==> src/rtl/core/ddpu_pkg.sv <==
// Package with shared types, constants and the arctangent table for the pose update core.
`default_nettype none
package ddpu_pkg;

	localparam int AngW = 40;
	localparam int VecW = 36;

	localparam logic signed [AngW-1:0] AngPi     = 40'sd3373259426;
	localparam logic signed [AngW-1:0] AngHalfPi = 40'sd1686629713;
	localparam logic signed [AngW-1:0] AngTwoPi  = 40'sd6746518852;
	// Reciprocal of a full turn scaled by 2^46, used on the angle bits above bit 21.
	localparam logic [13:0]            RecipTwoPi = 14'd10430;
	localparam logic signed [31:0]     CordicKinv = 32'sd652032874;
	localparam logic [15:0]            IwbReset  = 16'd3277;
	localparam logic signed [31:0]     PosXReset = -32'sd4587520;
	localparam logic signed [31:0]     PosZReset = -32'sd3932160;
	localparam logic signed [15:0]     DirXReset = 16'sd0;
	localparam logic signed [15:0]     DirZReset = 16'sd16384;
	localparam logic signed [15:0]     AngClamp  = 16'sd25736;

	typedef enum logic [3:0] {
		ST_IDLE, ST_PREP, ST_REDUCE, ST_QUOT, ST_REM, ST_FOLD, ST_SCALE, ST_ROT,
		ST_ROTEND, ST_POSMUL, ST_POSADD, ST_ATINIT, ST_ATAN, ST_DONE
	} ddpu_state_t;

	typedef struct packed {
		logic load;
		logic prep;
		logic reduce;
		logic quot;
		logic remainder;
		logic fold;
		logic scale;
		logic rot_step;
		logic rot_end;
		logic pos_mul;
		logic pos_add;
		logic at_init;
		logic at_step;
		logic finish;
		logic iter_clr;
	} ddpu_cmd_t;

	typedef struct packed {
		logic iter_last;
	} ddpu_sts_t;

	function automatic logic signed [AngW-1:0] atan_entry(input logic [4:0] i);
		case (i)
			5'd0: return 40'sd843314856;
			5'd1: return 40'sd497837829;
			5'd2: return 40'sd263043836;
			5'd3: return 40'sd133525158;
			5'd4: return 40'sd67021686;
			5'd5: return 40'sd33543515;
			5'd6: return 40'sd16775850;
			5'd7: return 40'sd8388437;
			5'd8: return 40'sd4194282;
			5'd9: return 40'sd2097149;
			5'd10: return 40'sd1048575;
			5'd11: return 40'sd524287;
			5'd12: return 40'sd262143;
			5'd13: return 40'sd131071;
			5'd14: return 40'sd65535;
			5'd15: return 40'sd32767;
			5'd16: return 40'sd16383;
			5'd17: return 40'sd8191;
			5'd18: return 40'sd4095;
			5'd19: return 40'sd2047;
			5'd20: return 40'sd1023;
			5'd21: return 40'sd511;
			5'd22: return 40'sd255;
			5'd23: return 40'sd127;
			default: return '0;
		endcase
	endfunction

endpackage
`default_nettype wire

==> src/rtl/core/ddpu_ctrl.sv <==
// Controller state machine sequencing the two rotations, the position update and the atan2.
`default_nettype none
module ddpu_ctrl
	import ddpu_pkg::*;
(
	input  wire logic      clk,
	input  wire logic      arst_n,
	input  wire logic      in_valid,
	output logic           in_ready,
	output logic           out_valid,
	input  wire logic      out_ready,
	input  wire ddpu_sts_t sts,
	output ddpu_cmd_t      cmd
);

	ddpu_state_t state_q, state_d;
	logic        pass_q, pass_d;
	logic        ovalid_q, ovalid_d;

	// State, pass and output valid registers.
	always_ff @(posedge clk or negedge arst_n) begin
		if (!arst_n) begin
			state_q  <= ST_IDLE;
			pass_q   <= 1'b0;
			ovalid_q <= 1'b0;
		end else begin
			state_q  <= state_d;
			pass_q   <= pass_d;
			ovalid_q <= ovalid_d;
		end
	end

	assign out_valid = ovalid_q;

	// Next state and commands. Pass 0 rotates by the full angle, pass 1 by half.
	always_comb begin
		state_d  = state_q;
		pass_d   = pass_q;
		ovalid_d = ovalid_q && !out_ready;
		cmd      = '0;
		in_ready = 1'b0;
		case (state_q)
			ST_IDLE: begin
				in_ready = !ovalid_q || out_ready;
				if (in_valid && in_ready) begin
					cmd.load = 1'b1;
					pass_d   = 1'b0;
					state_d  = ST_PREP;
				end
			end
			ST_PREP: begin
				cmd.prep = 1'b1;
				state_d  = ST_REDUCE;
			end
			ST_REDUCE: begin
				cmd.reduce = 1'b1;
				state_d    = ST_QUOT;
			end
			ST_QUOT: begin
				cmd.quot = 1'b1;
				state_d  = ST_REM;
			end
			ST_REM: begin
				cmd.remainder = 1'b1;
				state_d       = ST_FOLD;
			end
			ST_FOLD: begin
				cmd.fold = 1'b1;
				state_d  = ST_SCALE;
			end
			ST_SCALE: begin
				cmd.scale    = 1'b1;
				cmd.iter_clr = 1'b1;
				state_d      = ST_ROT;
			end
			ST_ROT: begin
				cmd.rot_step = 1'b1;
				if (sts.iter_last) state_d = ST_ROTEND;
			end
			ST_ROTEND: begin
				cmd.rot_end = 1'b1;
				if (pass_q) begin
					state_d = ST_POSMUL;
				end else begin
					pass_d  = 1'b1;
					state_d = ST_PREP;
				end
			end
			ST_POSMUL: begin
				cmd.pos_mul = 1'b1;
				state_d     = ST_POSADD;
			end
			ST_POSADD: begin
				cmd.pos_add = 1'b1;
				state_d     = ST_ATINIT;
			end
			ST_ATINIT: begin
				cmd.at_init  = 1'b1;
				cmd.iter_clr = 1'b1;
				state_d      = ST_ATAN;
			end
			ST_ATAN: begin
				cmd.at_step = 1'b1;
				if (sts.iter_last) state_d = ST_DONE;
			end
			ST_DONE: begin
				cmd.finish = 1'b1;
				ovalid_d   = 1'b1;
				state_d    = ST_IDLE;
			end
			default: state_d = ST_IDLE;
		endcase
	end

endmodule
`default_nettype wire

==> config.mk <==
export PLATFORM = sky130hd
export DESIGN_NAME = ddpu_ctrl
export DESIGN_NICKNAME = d
export VERILOG_FILES = /design/src/rtl/core/ddpu_pkg.sv /design/src/rtl/core/ddpu_ctrl.sv
export SDC_FILE = /design/constraint.sdc
export NUM_CORES = 1
export LEC_CHECK = 0
export BUFFER_PORTS_ARGS = -buffer_cell sky130_fd_sc_hd__buf_4
export CAP_MARGIN = 20
export CELL_PAD_IN_SITES_DETAIL_PLACEMENT = 1
export CELL_PAD_IN_SITES_GLOBAL_PLACEMENT = 1
export CORE_UTILIZATION = 31
export CTS_BUF_LIST = sky130_fd_sc_hd__clkbuf_4 sky130_fd_sc_hd__clkbuf_8 sky130_fd_sc_hd__clkbuf_16
export DETAILED_ROUTE_END_ITERATION = 7
export GPL_TIMING_DRIVEN = 0
export HOLD_SLACK_MARGIN = 0.06
export PLACE_DENSITY_LB_ADDON = 0.1
export SLEW_MARGIN = 40
export SYNTH_ARGS = -nofsm -noshare
export SYNTH_HDL_FRONTEND = slang
export SYNTH_SLANG_ARGS = --single-unit
export TNS_END_PERCENT = 10
==> constraint.sdc <==
create_clock -name clk -period 1.61 [get_ports clk]
set_input_delay 0.161 -clock clk [delete_from_list [all_inputs] [get_ports clk]]
set_output_delay 0.161 -clock clk [all_outputs]
set_load 0.05 [all_outputs]
==> run metrics <==
Crit Path Max Fanout 10; Port-buffer cells 21; GPL Wtd Cong between 0.7 and 0.8; Syn Area/Cell around 8.1 um2; Synth Warn # 0; fin nets 102; total wire length ~1500 um; compound-gate portion of the synthesized area between 20% and 30%; synth top area cells dfrtp_1, nor2_1, buf_6; Vias 581; prevailing post-synth register cell dfrtp_1; Max-Cap Viols 0; M1 WL ~670 um; Die H approximately 42 um; Clock Skews approximately 0.0024 ns; top sig layer met4; syn nets 67; clock root cell clkbuf_4; clk buf depth 2; pre-CTS WS approximately 0.011 ns; #FFs+latches synth 6; count leader, synth nor2_1; Pwr Total a little under 2 mW; largest net degree at the start of global routing 11; Reg2Reg Setup Slack 0.09 ns; initial core utilization between 30% and 40%; kind of critical path register to output pin; Tmin final approximately 1.6 ns; met2 wire len ~770 um; VDD IR max around 1.1 mV; EDFF count, synth 0; Slew headroom between 80% and 90%; std cell rows 14; Cell Pwr Density 2330 nW/um2; DRT iter0 DRCs 12; FF-to-FF End state_q[3]; fin worst setup slack -0.0399 ns; ys async rst share 100%; gr usage total 19.9%; commonest cells in the netlist nor2_1, dfrtp_1, nand2_1; Hold Crit Start sts; Final Hold Viols 0; largest family of logic cells by synthesized area simple AND/OR/NAND/NOR gates; Area growth syn-to-layout 69.8%; vias in the first global route 569; CTS Sinks 6; static leakage between 0.4 and 0.5 nW; Post-Place Cells between 90 and 100; WL met3 just under 80 um; Worst-Margin Slew around 0.29 ns; Fill cells about 180; FMAX between 600 and 700 MHz; CTS tree built; die area about 1800 um2; Crit path required time between 1 and 1.5 ns; # IOs 22; CP Launch Type register; fin area around 850 um2; drt first pass iters 4; Yosys cell types 28; vias per cell about 5.2; synthesized area 502 um2; cells after synthesis 62; final worst path period share 102%; initial antenna violation count 0; largest area contributor in the netlist dfrtp_1; R2R depth 6; Final Non-Filler Cells about 110; layout cells sized above 1 53.7%; top cell type's share of synthesized area between 20% and 30%; outcome complete, but fails checks; number of max-slew violations in the final report 0; Post-Synth Adder-Cell Area 0%; area of the multi-input gates ~360 um2; Skew-Pair Late Insertion Delay 0.25 ns; clk slew on worst S/H paths 0.05 ns; CP endpoint kind output pin; RSZ-0062 raised after global routing true; cts bufs inserted 3; failing checks setup timing; sequential fraction of the synthesis area between 20% and 30%; Worst Hold End state_q[3]; Crit Reg-Reg Startpoint state_q[0]; H-tree lvl count 1; storage element area roughly 150 um2; xor/xnor share of the synthesized area 0%; Die W between 40 and 50 um; WP data arrival about 1.5 ns; Synth Area in Simple Gates between 30% and 40%; hold depth 2; remaining antenna violation count 0; dpl hpwl between 1000 and 1500 um; first-pass GRT wire length roughly 2700 um; DR DRC count 0; Overflow after GRT 0; placed inst area roughly 680 um2; Hold Path Class input port to register; Antenna Cells 0; # setup viols final 2; mux contribution to synthesized area roughly 4.2%; Core Footprint between 1500 and 2000 um2; WL/cell between 10 and 15 um
## per-stage QoR
stage	hold WS, ns	util (%)	TNS [ns]
2_1_floorplan	-0.135	-	-1.06
3_3_place_gp	-0.0249	45.4	0
3_5_place_dp	-0.0228	45.4	0
4_1_cts	0.150	54.4	-0.0454
5_1_grt	0.153	56.6	-0.334
6_report	0.153	56.6	-0.0525
## metal layers
layer / global-route usage, % / vias up
li1: - / 284
met1: 25.8 / 279
met2: 32.3 / 16
met3: 6.90 / 2
met4: 3.75 / 0
met5: 0 / -
## report_power, final
part	switching [mW]	leakage, nW	internal, mW
Sequential	0.0534	0.0727	0.221
Combinational	0.925	0.331	0.644
Clock	0.0598	0.0138	0.0847
Total	1.04	0.417	0.950
## worst max-delay path: stages (launching register included)
cell and delay (ns):
dfrtp_1 0.37, buf_6 0.14, or2_4 0.27, nor3_4 0.16, and2_4 0.17, buf_8 0.13
## registers in the layout, indices dropped and copies added (netlist names)
name       flops
state_q        4
out_valid      1
pass_q         1
## layout make-up
cell class	instances	share of cell area, %
well taps	16	2.35
inverters	1	0.441
plain buffers	4	4.85
repair buffers	30	30.2
multi-input cells	51	41.7
flip-flops and latches	6	17.8
clock buffers	3	2.64
## cells in the final DEF (no fill, tap or decap), types with 2 or more instances in the layout
cell type,netlist,final
nor3_1,3,2
buf_8,0,2
dfrtp_1,6,5
o21ai_0,4,4
nor3_4,0,2
nand2b_1,4,2
buf_4,2,24
buf_6,3,7
nand2b_4,1,3
clkbuf_4,0,3
nand2_1,6,6
nor2_1,14,11
nor2_2,0,2
## worst max path at each step
stage	end	startpoint	cells past startpoint
final	in_ready	state_q[0]	5
after global routing	in_ready	state_q[0]	5
after CTS	in_ready	state_q[0]	5
after detailed placement	cmd[0]	state_q[2]	5
after global placement	cmd[0]	state_q[2]	5
after floorplan	cmd[13]	state_q[1]	3
## cell families after synthesis
logic type / after synthesis
simple gates: 34
flops: 6
mux: 2
compound gates: 14
buf+inv: 6
## timing repair
item,in CTS,in global routing
resized for setup,13,9
gates cloned,1,0
hold buffers,1,0
endpoints found under the hold margin,6,0
buffers inserted,8,0
pin swaps,3,0
setup endpoints to repair,8,11
Power figures use the tool's default switching activity.
